**config.mk**
```make
export PLATFORM = sky130hd
export DESIGN_NAME = ascii_integer_parser
export DESIGN_NICKNAME = d
export VERILOG_FILES = /design/src/rtl/core/aip_pkg.sv /design/src/rtl/core/ascii_integer_parser.sv
export SDC_FILE = /design/constraint.sdc
export NUM_CORES = 1
export LEC_CHECK = 0
export BUFFER_PORTS_ARGS = -buffer_cell sky130_fd_sc_hd__buf_2
export CORE_AREA = 2 2 164 134
export CTS_CLUSTER_DIAMETER = 60
export DETAILED_ROUTE_END_ITERATION = 10
export DIE_AREA = 0 0 166 136
export PLACE_DENSITY = 0.84
export SLEW_MARGIN = 5
export SYNTH_ARGS = -nofsm -noshare
export SYNTH_HDL_FRONTEND = slang
export SYNTH_SLANG_ARGS = --single-unit
```
**constraint.sdc**
```tcl
create_clock -name clk -period 7.12 [get_ports clk]
set_input_delay 0 -clock clk [delete_from_list [all_inputs] [get_ports clk]]
set_output_delay 0 -clock clk [all_outputs]
set_load 0.05 [all_outputs]
```
**src/rtl/core/aip_pkg.sv**
```systemverilog
package aip_pkg;

	// Widths fixed by the item and register layouts.
	localparam int unsigned CHAR_W       = 8;
	localparam int unsigned OUT_VALUE_W  = 32;
	localparam int unsigned OUT_OFFSET_W = 10;
	localparam int unsigned S_TDATA_W    = 8;
	localparam int unsigned M_TDATA_W    = 48;
	localparam int unsigned BASE_W       = 5;
	localparam int unsigned CFG_ADDR_W   = 3;
	localparam int unsigned CFG_DATA_W   = 32;

	// Register index, taken from paddr[2] (registers sit 4 bytes apart).
	typedef logic [0:0] reg_idx_t;
	localparam reg_idx_t REG_NUMBER_BASE = 1'b0;
	localparam reg_idx_t REG_SIGNED_MODE = 1'b1;

	// Characters the parser looks for.
	localparam logic [CHAR_W-1:0] CHAR_MINUS    = 8'h2D;
	localparam logic [CHAR_W-1:0] CHAR_ZERO     = 8'h30;
	localparam logic [CHAR_W-1:0] CHAR_NINE     = 8'h39;
	localparam logic [CHAR_W-1:0] CHAR_LOWER_A  = 8'h61;
	localparam logic [CHAR_W-1:0] CHAR_LOWER_F  = 8'h66;
	localparam logic [CHAR_W-1:0] CHAR_LOWER_X  = 8'h78;
	localparam logic [CHAR_W-1:0] CHAR_CASE_BIT = 8'h20;

	// Radixes chosen by prefix detection.
	localparam logic [BASE_W-1:0] BASE_AUTO = 5'd0;
	localparam logic [BASE_W-1:0] BASE_OCT  = 5'd8;
	localparam logic [BASE_W-1:0] BASE_DEC  = 5'd10;
	localparam logic [BASE_W-1:0] BASE_HEX  = 5'd16;

	typedef enum logic [6:0] {
		PH_IDLE     = 7'b0000001,
		PH_FIRST    = 7'b0000010,
		PH_NUMSTART = 7'b0000100,
		PH_ZERO16   = 7'b0001000,
		PH_ZERO0    = 7'b0010000,
		PH_XSEEN    = 7'b0100000,
		PH_DIGITS   = 7'b1000000
	} phase_t;

	typedef struct packed {
		logic       is_hex;
		logic [3:0] value;
	} digit_t;

	// Hex digit decode; lower and upper case letters fold together.
	function automatic digit_t decode_digit(input logic [CHAR_W-1:0] c);
		digit_t               d;
		logic [CHAR_W-1:0] lc;
		lc = c | CHAR_CASE_BIT;
		d.is_hex = 1'b0;
		d.value  = 4'd0;
		if (c >= CHAR_ZERO && c <= CHAR_NINE) begin
			d.is_hex = 1'b1;
			d.value  = 4'(c - CHAR_ZERO);
		end else if (lc >= CHAR_LOWER_A && lc <= CHAR_LOWER_F) begin
			d.is_hex = 1'b1;
			d.value  = 4'(lc - CHAR_LOWER_A + 8'd10);
		end
		return d;
	endfunction

endpackage

```
**src/rtl/core/ascii_integer_parser.sv**
```systemverilog
// Channel   Direction  Beat contents
// s_*       in         tdata: character[7:0]; tuser: string_start
// m_*       out        tdata: parsed_value[31:0], stop_offset[41:32], zero pad[47:42]
// APB       in/out     reg 0 number_base at 0x0, reg 1 signed_mode at 0x4
//
// Every character beat is registered in the input register; one pass of
// decode, a VALUE_BITS by 5 bit multiply-add and the phase update then settles the
// parse state, and the result is written to the output register with that update.
// A beat may be taken every cycle; the input register refills while a result
// waits in the output register, and only a stall of both registers drops s_tready.
// arst_n clears the parse state to idle, number_base to 0 and signed_mode to 1.
module ascii_integer_parser #(
	parameter int unsigned VALUE_BITS = 32,
	parameter int unsigned MAX_OFFSET = 1023
) (
	input  logic                              clk,
	input  logic                              arst_n,
	// Character stream in.
	input  logic                              s_tvalid,
	output logic                              s_tready,
	input  logic [aip_pkg::S_TDATA_W-1:0]     s_tdata,   // [7:0] character
	input  logic                              s_tuser,   // [0] string_start
	// Result stream out.
	output logic                              m_tvalid,
	input  logic                              m_tready,
	output logic [aip_pkg::M_TDATA_W-1:0]     m_tdata,   // [31:0] parsed_value,
	                                                     // [41:32] stop_offset
	// Configuration port.
	input  logic                              psel,
	input  logic                              penable,
	input  logic                              pwrite,
	input  logic [aip_pkg::CFG_ADDR_W-1:0]    paddr,
	input  logic [aip_pkg::CFG_DATA_W-1:0]    pwdata,
	output logic [aip_pkg::CFG_DATA_W-1:0]    prdata,
	output logic                              pready
);
	import aip_pkg::*;

	// Width of the character position counter, and widened views used to
	// fit the accumulator and the position onto the fixed output fields.
	localparam int unsigned POS_W = $clog2(MAX_OFFSET + 1);
	localparam int unsigned VAL_WIDE_W = (VALUE_BITS > OUT_VALUE_W) ? VALUE_BITS : OUT_VALUE_W;
	localparam int unsigned POS_WIDE_W = (POS_W > OUT_OFFSET_W) ? POS_W : OUT_OFFSET_W;

	// ---------------------------------------------------------------------
	// Configuration registers. Only paddr[2] selects; the port is always ready.
	// ---------------------------------------------------------------------
	logic [BASE_W-1:0] number_base_q;
	logic              signed_mode_q;
	logic              cfg_write;
	reg_idx_t          cfg_idx;

	assign pready    = 1'b1;
	assign cfg_idx   = paddr[2];
	assign cfg_write = psel && penable && pwrite && pready;

	always_ff @(posedge clk or negedge arst_n) begin
		if (!arst_n) begin
			number_base_q <= BASE_AUTO;
			signed_mode_q <= 1'b1;
		end else if (cfg_write) begin
			unique case (cfg_idx)
				REG_NUMBER_BASE: number_base_q <= pwdata[BASE_W-1:0];
				REG_SIGNED_MODE: signed_mode_q <= pwdata[0];
			endcase
		end
	end

	always_comb begin
		unique case (cfg_idx)
			REG_NUMBER_BASE: prdata = {{(CFG_DATA_W-BASE_W){1'b0}}, number_base_q};
			REG_SIGNED_MODE: prdata = {{(CFG_DATA_W-1){1'b0}}, signed_mode_q};
		endcase
	end

	// ---------------------------------------------------------------------
	// Input register and flow control. The stage advances whenever the
	// output register is empty or being drained.
	// ---------------------------------------------------------------------
	logic              valid_s1;
	logic [CHAR_W-1:0] char_s1;
	logic              start_s1;
	logic              advance;
	logic              out_valid_q;

	assign advance  = !out_valid_q || m_tready;
	assign s_tready = !valid_s1 || advance;

	always_ff @(posedge clk or negedge arst_n) begin
		if (!arst_n) begin
			valid_s1 <= 1'b0;
		end else if (s_tready) begin
			valid_s1 <= s_tvalid;
		end
	end

	always_ff @(posedge clk) begin
		if (s_tready && s_tvalid) begin
			char_s1  <= s_tdata[CHAR_W-1:0];
			start_s1 <= s_tuser;
		end
	end

	// ---------------------------------------------------------------------
	// Parse state.
	// ---------------------------------------------------------------------
	phase_t                phase_q;
	logic [BASE_W-1:0]     base_q;
	logic [VALUE_BITS-1:0] acc_q;
	logic                  neg_q;
	logic [POS_W-1:0]      pos_q;

	// Values as seen by this beat, after a string start has cleared them.
	phase_t                phase_eff;
	logic [BASE_W-1:0]     base_eff;
	logic [VALUE_BITS-1:0] acc_eff;
	logic                  neg_eff;
	logic [POS_W-1:0]      pos_eff;

	phase_t                phase_n;
	logic [BASE_W-1:0]     base_n;
	logic [VALUE_BITS-1:0] acc_n;
	logic                  neg_n;

	digit_t                dig;
	logic                  is_x;
	logic                  num_start;
	logic                  take;
	logic [BASE_W-1:0]     take_base;
	logic                  emit;
	logic [POS_W-1:0]      emit_pos;
	logic [VALUE_BITS-1:0] result_value;
	logic [VAL_WIDE_W-1:0] value_wide;
	logic [POS_WIDE_W-1:0] pos_wide;

	assign dig  = decode_digit(char_s1);
	assign is_x = (char_s1 | CHAR_CASE_BIT) == CHAR_LOWER_X;

	always_comb begin
		// A string start restarts the parse at this character, wherever it was.
		if (start_s1) begin
			phase_eff = PH_FIRST;
			base_eff  = BASE_AUTO;
			acc_eff   = '0;
			neg_eff   = 1'b0;
			pos_eff   = '0;
		end else begin
			phase_eff = phase_q;
			base_eff  = base_q;
			acc_eff   = acc_q;
			neg_eff   = neg_q;
			if (phase_q != PH_IDLE && pos_q < POS_W'(MAX_OFFSET)) begin
				pos_eff = pos_q + 1'b1;
			end else begin
				pos_eff = pos_q;
			end
		end

		phase_n   = phase_eff;
		base_n    = base_eff;
		acc_n     = acc_eff;
		neg_n     = neg_eff;
		num_start = 1'b0;
		take      = 1'b0;
		take_base = base_eff;
		emit      = 1'b0;
		emit_pos  = pos_eff;

		unique case (phase_eff)
			PH_IDLE: begin
				phase_n = PH_IDLE;
			end
			PH_FIRST: begin
				if (signed_mode_q && char_s1 == CHAR_MINUS) begin
					neg_n   = 1'b1;
					phase_n = PH_NUMSTART;
				end else begin
					num_start = 1'b1;
				end
			end
			PH_NUMSTART: begin
				num_start = 1'b1;
			end
			PH_ZERO16: begin
				// Configured hex: a 0x prefix is dropped even with no digit after it.
				if (is_x) begin
					phase_n = PH_DIGITS;
				end else begin
					take = 1'b1;
				end
			end
			PH_ZERO0: begin
				if (is_x) begin
					phase_n = PH_XSEEN;
				end else begin
					take = 1'b1;
				end
			end
			PH_XSEEN: begin
				// Auto radix after 0x: a hex digit commits to hex, anything else
				// ends the parse with the value zero and the stop at the x.
				if (dig.is_hex) begin
					base_n    = BASE_HEX;
					take      = 1'b1;
					take_base = BASE_HEX;
				end else begin
					emit = 1'b1;
					if (pos_eff != '0) begin
						emit_pos = pos_eff - 1'b1;
					end else begin
						emit_pos = '0;
					end
				end
			end
			PH_DIGITS: begin
				take = 1'b1;
			end
			default: begin
				phase_n = PH_IDLE;
			end
		endcase

		// First character of the number proper: settle the radix.
		if (num_start) begin
			if (number_base_q == BASE_AUTO) begin
				if (char_s1 == CHAR_ZERO) begin
					base_n  = BASE_OCT;
					phase_n = PH_ZERO0;
				end else begin
					base_n    = BASE_DEC;
					take      = 1'b1;
					take_base = BASE_DEC;
				end
			end else begin
				base_n = number_base_q;
				if (number_base_q == BASE_HEX && char_s1 == CHAR_ZERO) begin
					phase_n = PH_ZERO16;
				end else begin
					take      = 1'b1;
					take_base = number_base_q;
				end
			end
		end

		// Digit step: accumulate, or stop at the first character out of range.
		if (take) begin
			phase_n = PH_DIGITS;
			if (dig.is_hex && {1'b0, dig.value} < take_base) begin
				acc_n = VALUE_BITS'(acc_eff * VALUE_BITS'(take_base)) + VALUE_BITS'(dig.value);
			end else begin
				emit     = 1'b1;
				emit_pos = pos_eff;
			end
		end

		if (emit) begin
			phase_n = PH_IDLE;
		end

		result_value = neg_eff ? (VALUE_BITS'(0) - acc_eff) : acc_eff;
		value_wide   = VAL_WIDE_W'(result_value);
		pos_wide     = POS_WIDE_W'(emit_pos);
	end

	always_ff @(posedge clk or negedge arst_n) begin
		if (!arst_n) begin
			phase_q <= PH_IDLE;
			base_q  <= BASE_AUTO;
			acc_q   <= '0;
			neg_q   <= 1'b0;
			pos_q   <= '0;
		end else if (valid_s1 && advance) begin
			phase_q <= phase_n;
			base_q  <= base_n;
			acc_q   <= acc_n;
			neg_q   <= neg_n;
			pos_q   <= pos_eff;
		end
	end

	// ---------------------------------------------------------------------
	// Output register.
	// ---------------------------------------------------------------------
	logic [OUT_VALUE_W-1:0]  value_q;
	logic [OUT_OFFSET_W-1:0] offset_q;

	always_ff @(posedge clk or negedge arst_n) begin
		if (!arst_n) begin
			out_valid_q <= 1'b0;
		end else if (advance) begin
			out_valid_q <= valid_s1 && emit;
		end
	end

	always_ff @(posedge clk) begin
		if (advance && valid_s1 && emit) begin
			value_q  <= value_wide[OUT_VALUE_W-1:0];
			offset_q <= pos_wide[OUT_OFFSET_W-1:0];
		end
	end

	assign m_tvalid = out_valid_q;
	assign m_tdata  = {{(M_TDATA_W-OUT_VALUE_W-OUT_OFFSET_W){1'b0}}, offset_q, value_q};

`ifndef SYNTHESIS
	// A beat held in the input register that cannot move must block the input.
	a_hold_blocks_input: assert property (@(posedge clk) disable iff (!arst_n)
		(valid_s1 && !advance) |-> !s_tready)
		else $error("input taken while the input register is stalled");

	// Issuing a result always returns the parser to idle.
	a_emit_goes_idle: assert property (@(posedge clk) disable iff (!arst_n)
		(valid_s1 && advance && emit) |=> (phase_q == PH_IDLE))
		else $error("parser not idle after issuing a result");

	// While digits are read the radix has been settled to a nonzero value.
	a_digits_have_base: assert property (@(posedge clk) disable iff (!arst_n)
		(phase_q == PH_DIGITS) |-> (base_q != BASE_AUTO))
		else $error("digit phase with no radix");

	// The position counter saturates and never runs past its limit.
	a_pos_bounded: assert property (@(posedge clk) disable iff (!arst_n)
		pos_q <= POS_W'(MAX_OFFSET))
		else $error("character position beyond its limit");
`endif

endmodule
```
==> metrics.yaml, run 1 <==
outcome: "finished clean"
pin_count: 134
synth_top_area_share_pct: 15.24
end_kind: "flip-flop"
crit_required_ns: 7.45
postRouteAntennaNets: 0
cts_root_buffer: "clkbuf_16"
ys.flop_type: "dfrtp_1"
cts.sinks: 114
route.detailed.drc: 0
routed-wl-met2_mm: 13.44
grt_pass1_vias: 9543
grt_max_degree: 64
max_freq_mhz: 145.0
synthMuxAreaShare_pct: 1.351
final_area_sq_mm: 0.01273
yosysWarnings: 0
post-place-cells: 1601
drtIter0Drc: 1040
overflow: 0
clock_latency_ns: 0.43
cts-buffers-inserted: 17
clk_pin_slew_ns: 0.07
cts.path.max_buffers: 2
power_density_mw_per_mm2: 166.6
slew_headroom_pct: 15.92
syn_inst: 1290
grt_antenna_before_repair: 0
rr_worst_depth: 24
hold_end: "number_base_q[3]$_DFFE_PN0P_"
register_area_sq_mm: 0.003110
drive_gt1_share_pct: 12.86
reg2reg_slack_ns: 0.22
cts_tree: "yes"
hold_path_depth: 3
p_leak_nw: 6.082
yosys-top-cells-area: "fa_1 15%, edfxtp_1 14%, dfrtp_1 14%"
track_usage_pct: 25.22
ys_ff_latch: 114
synth-compound-area-share_pct: 15.08
min_from: "pwrite"
hold_viol: 0
area_growth_syn_to_layout_pct: 12.70
die_area_sq_mm: 0.02258
synthArstFlopShare_pct: 55.26
setup_viol: 0
final_cells: 1659
vias_per_cell: 5.846
post-route-period-util_pct: 96.85
core.rowCount: 48
min_period_ns: 6.896
maxSlewViolCount: 0
cp_data_arrival_time_ns: 7.22
fin_nets: 1580
holdWs_ns: 0.1249
seq_area_frac_synth_pct: 27.53
start_util_pct: 53.60
placed_area_sq_mm: 0.01184
synthXorXnorAreaFrac_pct: 4.540
timing.setup.tns_ns: 0
vdd_ir_drop_max_v: 0.0001527
design.core.area_sq_mm: 0.02108
fin_skew_ns: 0.01732
synth-edff-count: 51
synth_fa_ha_area_share_pct: 23.21
h-tree-depth: 4
die_h_microns: 136
routedWlPerCell_microns: 16.97
io_buffers: 70
tightest_slew_ns: 1.258
worst-setup-path-type: "flip-flop to flip-flop"
avgSynthCellArea_sq_um: 8.759
synthSimpleGateAreaFrac_pct: 18.50
fill_cells: 1678
routed_wl_mm: 28.15
top_layer_used: "met4"
wl_met1_mm: 11.37
post_synth_most_frequent_cells: "200 x nor2_1, 161 x inv_1, 107 x nand2_1, 86 x fa_1, 72 x ha_1"
diodes: 0
multi_input_comb_area_sq_mm: 0.007295
grt_pass1_wl_mm: 45.92
critPathMaxFanout: 15
r2r_start: "char_s1[0]$_DFFE_PP_"
synth_area_leader_cell: "fa_1"
maxCapViolCount: 0
die_w_microns: 166
met3_length_mm: 2.421
synth.distinct_cells: 80
firstDrtPassIters: 6
critPathLaunchType: "flip-flop"
synth_top_family_by_area: "adder cells"
vias: 9698
yosysMostFrequentCell: "nor2_1"
dp_hpwl_mm: 20.21
hold_path.class: "primary input to flip-flop"
synthesis.area_sq_mm: 0.01130
reg2reg_to: "acc_q[28]$_DFFE_PN0P_"
gp_congestion: 0.9003
[logic make-up after synthesis]
logic type | after synthesis
compound gates | 246
xor+xnor | 57
fa+ha+maj | 158
buf+inv | 251
flops | 114
mux | 14
other cells | 2
simple gates | 448
[final cells by class]
type / instances / area share [%]
multi-input combinational: 957 / 57.28
timing repair buffer: 119 / 6.033
sequential: 114 / 24.43
clock inverter: 14 / 1.415
clock buffer: 18 / 3.370
inverter: 162 / 4.775
tap: 275 / 2.702
[per-stage QoR]
step	utilization (%)	worst slack, ns	total power, mW
after floorplan	-	0.3975	1.102
after global placement	56.14	0.2827	1.193
after detailed placement	56.14	0.05785	1.205
after CTS	59.98	0.09255	2.097
after global routing	60.41	-0.01996	2.179
final	60.41	0.2244	2.121
[layout by cell type (no fill, tap or decap), types with 10 or more instances in the layout]
master	count
mux2_2	10
fa_1	86
ha_1	72
edfxtp_1	51
nor2_1	199
clkbuf_16	17
nand3_1	25
dfrtp_1	61
a22o_1	33
o31ai_1	14
xnor2_1	21
or2_2	13
o21ai_0	53
nor3_1	14
nand2_1	106
a21oi_1	36
inv_1	161
dlygate4sd3_1	20
nand2b_1	11
a21o_1	19
buf_4	29
xor2_1	35
buf_2	70
conb_1	34
[report_power, final]
part	switching [mW]	leakage [nW]	internal, mW
sequential	0.0435	1.34	0.742
combinational	0.328	4.44	0.113
clock	0.340	0.297	0.556
total	0.711	6.08	1.41
[worst max path at each step]
stage | start | end | slack [ns] | cells past startpoint
3_5_place_dp | char_s1[0]$_DFFE_PP_ | acc_q[21]$_DFFE_PN0P_ | 0.06 | 23
5_1_grt | char_s1[1]$_DFFE_PP_ | acc_q[28]$_DFFE_PN0P_ | -0.02 | 24
2_1_floorplan | char_s1[1]$_DFFE_PP_ | acc_q[28]$_DFFE_PN0P_ | 0.40 | 26
6_report | char_s1[0]$_DFFE_PP_ | acc_q[28]$_DFFE_PN0P_ | 0.22 | 24
4_1_cts | char_s1[0]$_DFFE_PP_ | acc_q[21]$_DFFE_PN0P_ | 0.09 | 23
3_3_place_gp | char_s1[0]$_DFFE_PP_ | acc_q[21]$_DFFE_PN0P_ | 0.28 | 24
[timing repair]
action                                  4_1_cts  5_1_grt
gates resized for setup                       1       10
buffers inserted                              0        6
endpoints found under the setup margin        2       11
hold buffers                                 20        0
pin swaps                                     0        2
endpoints found under the hold margin        78        0
[routing by layer]
| layer | up-vias | global-route usage, % |
|---|---|---|
| li1 | 4465 | - |
| met1 | 4667 | 31.43 |
| met2 | 469 | 43.29 |
| met3 | 97 | 5.182 |
| met4 | 0 | 10.34 |
| met5 | - | 0 |
[worst max-delay path, cell delays in order (launching register included)]
cell and delay, ns:
edfxtp_1 0.46, buf_4 0.17, ha_1 0.22, nand4_1 0.11, or4_4 0.47, a21o_1 0.33, a22oi_1 0.38, and2_0 0.28
buf_4 0.27, nor2_1 0.08, ha_1 0.27, inv_1 0.05, fa_1 0.47, fa_1 0.54, inv_1 0.05, ha_1 0.34
a21o_1 0.17, a21o_1 0.21, a211oi_1 0.35, nor4_1 0.16, or4b_1 0.59, a221oi_2 0.32, o21ai_0 0.16, xor2_1 0.16
a22o_1 0.18
[flip-flops by register name (all words and copies together) (netlist names), 5 cells and up]
| signal | flops |
|---|---|
| offset_q | 10 |
| acc_q | 32 |
| phase_q | 7 |
| pos_q | 10 |
| value_q | 32 |
| char_s1 | 8 |
| number_base_q | 5 |
| base_q | 5 |
Note: power is estimated with default switching activity, not from simulation.
==> run 2, diff against run 1 <==
Settings changed: RECOVER_POWER from default to 25.
==> run 2 against run 1 <==
Effect of this change:
- the run now ends with max-capacitance violations, max-slew violations left
- count of clock-buffer cells in the layout did not move
- clock skew fell by 0.0013 ns
- global-route usage did not move
- register-to-register slack barely moved
- die area did not move
- first-iteration DRC count rose by 0.48%
- combinational power barely moved
- maximum frequency fell by 0.11%
- total power barely moved
==> metrics.yaml, run 2 (synthesis results as in run 1) <==
track_usage_pct: 25.22  # unchanged
end_kind: "flip-flop"  # unchanged
routedWlPerCell_microns: 16.98  # was 16.97 microns
design.core.area_sq_mm: 0.02108  # unchanged
max_freq_mhz: 144.9  # was 145.0 MHz
path_delay_family: "compound AO/OA/AOI/OAI gates"  # unchanged
final_cells: 1659  # unchanged
fin_nets: 1580  # unchanged
grt_max_degree: 64  # unchanged
hold_path_depth: 3  # unchanged
io_buffers: 70  # unchanged
cts_root_buffer: "clkbuf_16"  # unchanged
dp_hpwl_mm: 20.21  # unchanged
vias_per_cell: 5.841  # was 5.846
drive_gt1_share_pct: 11.49  # was 12.86%
cts.sinks: 114  # unchanged
hold_path.class: "primary input to flip-flop"  # unchanged
tightest_slew_ns: 3.507  # was 1.258 ns
pin_count: 134  # unchanged
slowest_stage: "or4b_1"  # unchanged
grt_antenna_before_repair: 0  # unchanged
post-place-cells: 1601  # unchanged
grt_pass1_wl_mm: 45.92  # unchanged
core.rowCount: 48  # unchanged
die_area_sq_mm: 0.02258  # unchanged
route.detailed.drc: 0  # unchanged
start_util_pct: 53.60  # unchanged
critPathMaxFanout: 15  # unchanged
hold_viol: 0  # unchanged
min_period_ns: 6.903  # was 6.896 ns
postRouteAntennaNets: 0  # unchanged
maxCapViolCount: 1  # was 0
h-tree-depth: 4  # unchanged
rr_worst_depth: 24  # unchanged
violations: "max-capacitance violations, max-slew violations"
routed_wl_mm: 28.16  # was 28.15 mm
fin_skew_ns: 0.01603  # was 0.01732 ns
crit_cells: 24  # unchanged
p_leak_nw: 6.029  # was 6.082 nW
setup_viol: 0  # unchanged
overflow: 0  # unchanged
die_w_microns: 166  # unchanged
clock_latency_ns: 0.43  # about the same
power_density_mw_per_mm2: 166.8  # was 166.6 mW/mm^2
post-route-period-util_pct: 96.96  # was 96.85%
grt_pass1_vias: 9543  # unchanged
crit_chain: "buf_4 -> ha_1 -> nand4_1 -> or4_4 -> a21o_1 -> a22oi_1 -> and2_0 -> buf_4 -> nor2_1 -> ha_1 -> inv_1 -> fa_1 -> fa_1 -> inv_1 -> ha_1 -> a21o_1 -> a21o_1 -> a211oi_1 -> nor4_1 -> or4b_1 -> a221oi_2 -> o21ai_0 -> xor2_1 -> a22o_1"  # unchanged
diodes: 0  # unchanged
cts_tree: "yes"  # unchanged
outcome: "complete, but fails checks"  # was finished clean
cts-buffers-inserted: 17  # unchanged
slowest_delay_ns: 0.59  # about the same
die_h_microns: 136  # unchanged
fill_cells: 1688  # was 1678
worst-setup-path-type: "flip-flop to flip-flop"  # unchanged
power_mw: 2.120  # was 2.121 mW
firstDrtPassIters: 5  # was 6
mostFrequentLayoutCells: "199 x nor2_1, 161 x inv_1, 106 x nand2_1"  # unchanged
clk_pin_slew_ns: 0.07  # about the same
vdd_ir_drop_max_v: 0.0001525  # was 0.0001527 V
layout_commonest_cell: "nor2_1"  # unchanged
critPathLaunchType: "flip-flop"  # unchanged
crit_buf_inv: 4  # unchanged
drtIter0Drc: 1045  # was 1040
slew_headroom_pct: -133.8  # was 15.92%
cts.path.max_buffers: 2  # unchanged
reg_top3: "acc_q (32), value_q (32)"  # unchanged
gp_congestion: 0.9003  # unchanged
area_growth_syn_to_layout_pct: 12.48  # was 12.70%
crit_required_ns: 7.45  # about the same
maxSlewViolCount: 64  # was 0
cp_data_arrival_time_ns: 7.23  # was 7.22 ns
vias: 9691  # was 9698
[run 2: changes by cell type in the layout (fill, tap and decap cells not counted)]
cell / delta
mux2_2: -1
buf_2: -17
clkbuf_1: +18
mux2_1: +1
buf_4: -1
[run 2: report_power, final]
| part | total [mW] | internal, mW | switching, mW |
|---|---|---|---|
| Clock | 0.894 | 0.556 | 0.339 |
| Sequential | 0.786 | 0.742 | 0.0438 |
| Combinational | 0.440 | 0.110 | 0.329 |
| Total | 2.12 | 1.41 | 0.712 |
[run 2: worst paths after layout]
check,startpoint,to,slack [ns]
min reg2reg,base_q[4]$_DFFE_PN0P_,base_q[4]$_DFFE_PN0P_,0.50
min in group asynchronous,arst_n,number_base_q[3]$_DFFE_PN0P_,1.39
min,pwrite,number_base_q[3]$_DFFE_PN0P_,0.13
max in group asynchronous,arst_n,acc_q[9]$_DFFE_PN0P_,3.73
max reg2reg,char_s1[0]$_DFFE_PP_,acc_q[28]$_DFFE_PN0P_,0.22
max,char_s1[0]$_DFFE_PP_,acc_q[28]$_DFFE_PN0P_,0.22
[run 2: routing by layer]
metal  track usage [%]  routed length [microns]  vias to the layer above  part of all wire, %
met1             31.43                    11440                     4656                   41
met5                 0                        0                        -                    0
met2             43.29                    13470                      485                   48
met4             10.34                      902                        0                  3.2
li1                  -                        -                     4464                    -
met3             5.182                     2352                       86                  8.4
[run 2: final cells by class]
cell class | instances | area (sq um) | area share [%]
repair buffers | 119 | 743.2 | 5.848
flip-flops and latches | 114 | 3110 | 24.47
well taps | 275 | 344.1 | 2.707
clock buffers | 18 | 429.2 | 3.377
inverters | 162 | 608.1 | 4.784
multi-input cells | 957 | 7295 | 57.39
clock inverters | 14 | 180.2 | 1.418
[run 2: repair_timing]
action	4_1_cts	5_1_grt
hold endpoints to repair	78	0
gates resized for setup	1	10
hold buffers	20	0
pin swaps	0	2
buffers inserted	0	6
endpoints found under the setup margin	2	11
[run 2: tightest hold or removal path, stage by stage]
cell	delay [ns]
buf_2	0.11
nand4b_1	0.23
mux2_2	0.20
[run 2: through the flow]
| step | hold slack (ns) | setup slack (ns) | util, % | area (sq um) | setup TNS (ns) |
|---|---|---|---|---|---|
| 2_1_floorplan | -0.2956 | 0.3975 | - | 11420 | 0 |
| 6_report | 0.1282 | 0.2168 | 60.29 | 12710 | 0 |
| 4_1_cts | 0.1252 | 0.09255 | 59.98 | 12640 | 0 |
| 3_5_place_dp | 0.1781 | 0.05785 | 56.14 | 11840 | 0 |
| 5_1_grt | 0.1530 | -0.01996 | 60.29 | 12710 | -0.02806 |
| 3_3_place_gp | 0.1766 | 0.2827 | 56.14 | 11840 | 0 |
==> run 3, diff against run 2 <==
==> constraint.sdc (replaced) <==
create_clock -name clk -period 7.12 [get_ports clk]
set_input_delay 1.424 -clock clk [delete_from_list [all_inputs] [get_ports clk]]
set_output_delay 1.424 -clock clk [all_outputs]
set_load 0.05 [all_outputs]
==> run 3 against run 2 <==
Effect of this change:
- the run still ends with max-capacitance violations, max-slew violations left
- sequential share of layout area grew 0.19 points
- count of clock-buffer cells in the layout grew 1
- first-iteration DRC count shrank 6.1%
- maximum frequency grew 0.46%
- critical endpoint unchanged
==> metrics.yaml, run 3 (synthesis results as in run 1) <==
grt_max_degree: 64  # unchanged
route.detailed.drc: 0  # unchanged
fin_skew_ns: 0.01042  # was 0.01603 ns
maxSlewViolCount: 64  # unchanged
clk_pin_slew_ns: 0.06  # was 0.07 ns
track_usage_pct: 24.29  # was 25.22%
reg_top3: "acc_q (32), value_q (32)"  # unchanged
fin_ws_ns: 0.2483  # was 0.2168 ns
layout_commonest_cell: "nor2_1"  # unchanged
timing.setup.tns_ns: 0  # unchanged
routed_wl_mm: 27.14  # was 28.16 mm
vdd_ir_drop_max_v: 0.0001594  # was 0.0001525 V
h-tree-depth: 4  # unchanged
tightest_slew_ns: 3.587  # was 3.507 ns
met3_length_mm: 1.972  # was 2.352 mm
grt_setup_unrepaired: "false"
post-route-period-util_pct: 96.51  # was 96.96%
diodes: 0  # unchanged
slew_headroom_pct: -139.2  # was -133.8%
routed-wl-met2_mm: 13.11  # was 13.47 mm
grt_antenna_before_repair: 0  # unchanged
hold_path_depth: 1  # was 3
critPathMaxFanout: 12  # was 15
rr_worst_depth: 23  # was 24
start_util_pct: 53.60  # unchanged
core.rowCount: 48  # unchanged
grt_pass1_wl_mm: 44.20  # was 45.92 mm
io_buffers: 70  # unchanged
die_h_microns: 136  # unchanged
cts_hold_buf: 0  # was 20
critPathLaunchType: "flip-flop"  # unchanged
die_area_sq_mm: 0.02258  # unchanged
grt_pass1_vias: 9174  # was 9543
overflow: 0  # unchanged
hold_viol: 0  # unchanged
vias: 9524  # was 9691
power_density_mw_per_mm2: 172.1  # was 166.8 mW/mm^2
gp_congestion: 0.9023  # was 0.9003
outcome: "complete, but fails checks"  # unchanged
cp_data_arrival_time_ns: 7.19  # was 7.23 ns
fin_nets: 1560  # was 1580
cts_tree: "yes"  # unchanged
setup_viol: 0  # unchanged
clock_latency_ns: 0.43  # about the same
top_layer_used: "met4"  # unchanged
post-place-ws_ns: 0.1400  # was 0.05785 ns
mostFrequentLayoutCells: "199 x nor2_1, 161 x inv_1, 106 x nand2_1"  # unchanged
maxCapViolCount: 1  # unchanged
cts_root_buffer: "clkbuf_16"  # unchanged
die_w_microns: 166  # unchanged
worst-setup-path-type: "flip-flop to flip-flop"  # unchanged
routedWlPerCell_microns: 16.56  # was 16.98 microns
dp_hpwl_mm: 19.95  # was 20.21 mm
wl_met1_mm: 11.40  # was 11.44 mm
hold_path.class: "flip-flop to flip-flop"  # was primary input to flip-flop
drive_gt1_share_pct: 13.27  # was 11.49%
crit_required_ns: 7.44  # was 7.45 ns
area_growth_syn_to_layout_pct: 11.59  # was 12.48%
cts.path.max_buffers: 2  # unchanged
end_kind: "flip-flop"  # unchanged
drtIter0Drc: 981  # was 1045
violations: "max-capacitance violations, max-slew violations"  # unchanged
p_leak_nw: 6.016  # was 6.029 nW
postRouteAntennaNets: 0  # unchanged
design.core.area_sq_mm: 0.02108  # unchanged
firstDrtPassIters: 8  # was 5
max_freq_mhz: 145.5  # was 144.9 MHz
pin_count: 134  # unchanged
min_period_ns: 6.872  # was 6.903 ns
vias_per_cell: 5.811  # was 5.841
cts-buffers-inserted: 17  # unchanged
cts.sinks: 114  # unchanged
==> run 3: worst max-delay path, stage by stage, from the launching register on <==
cell	delay, ns
edfxtp_1	0.41
inv_1	0.13
ha_2	0.23
nand4_1	0.10
or4_4	0.47
a21o_2	0.32
a221o_1	0.43
o21ai_4	0.18
buf_4	0.20
nor2_1	0.07
fa_1	0.52
fa_1	0.56
inv_1	0.07
fa_1	0.55
inv_1	0.05
ha_1	0.37
and3_1	0.24
nand3_1	0.14
o221ai_1	0.24
or4b_1	0.61
a221oi_2	0.34
o21ai_0	0.18
xor2_1	0.16
a22o_1	0.18
==> run 3: per-stage QoR <==
step	power [mW]	std cells	utilization (%)	cell area, sq um	hold WS (ns)
floorplan	1.102	1322	-	11420	0.4497
global placement	1.198	1604	56.31	11870	0.4758
detailed placement	1.210	1604	56.31	11870	0.4868
CTS	2.155	1636	59.44	12530	0.4991
global route	2.237	1639	59.82	12610	0.5264
finish	2.170	1639	59.82	12610	0.5074
==> run 3: path summary, 6_finish.rpt <==
check | slack (ns) | endpoint | from
max in group asynchronous | 2.77 | acc_q[16]$_DFFE_PN0P_ | arst_n
setup reg to reg | 0.25 | acc_q[28]$_DFFE_PN0P_ | char_s1[1]$_DFFE_PP_
min in group asynchronous | 2.30 | number_base_q[1]$_DFFE_PN0P_ | arst_n
hold / removal | 0.51 | base_q[0]$_DFFE_PN0P_ | base_q[0]$_DFFE_PN0P_
hold reg to reg | 0.51 | base_q[0]$_DFFE_PN0P_ | base_q[0]$_DFFE_PN0P_
setup / recovery | 0.25 | acc_q[28]$_DFFE_PN0P_ | char_s1[1]$_DFFE_PP_
==> run 3: timing repair <==
action | CTS | global route
setup buffers | 0 | 3
resized for setup | 0 | 16
endpoints found under the hold margin | 0 | 0
setup endpoints to repair | 0 | 10
==> run 3: report_power, final <==
| group | leakage, nW | switching, mW | internal, mW |
|---|---|---|---|
| combinational | 4.36 | 0.325 | 0.108 |
| sequential | 1.34 | 0.0405 | 0.742 |
| clock | 0.312 | 0.334 | 0.621 |
| total | 6.02 | 0.699 | 1.47 |
==> run 3: area by class of cell <==
class / count / area, sq um
clock buffers: 19 / 464.2
clock inverters: 13 / 195.2
fillers: 1677 / 8471
inverters: 162 / 608.1
multi-input cells: 957 / 7312
flip-flops and latches: 114 / 3110
well taps: 275 / 344.1
repair buffers: 99 / 575.6
==> run 3: metal layers <==
metal,vias up,global-route usage (%)
met4,0,9.324
li1,4415,-
met2,410,41.29
met5,-,0
met1,4632,31.42
met3,67,4.076
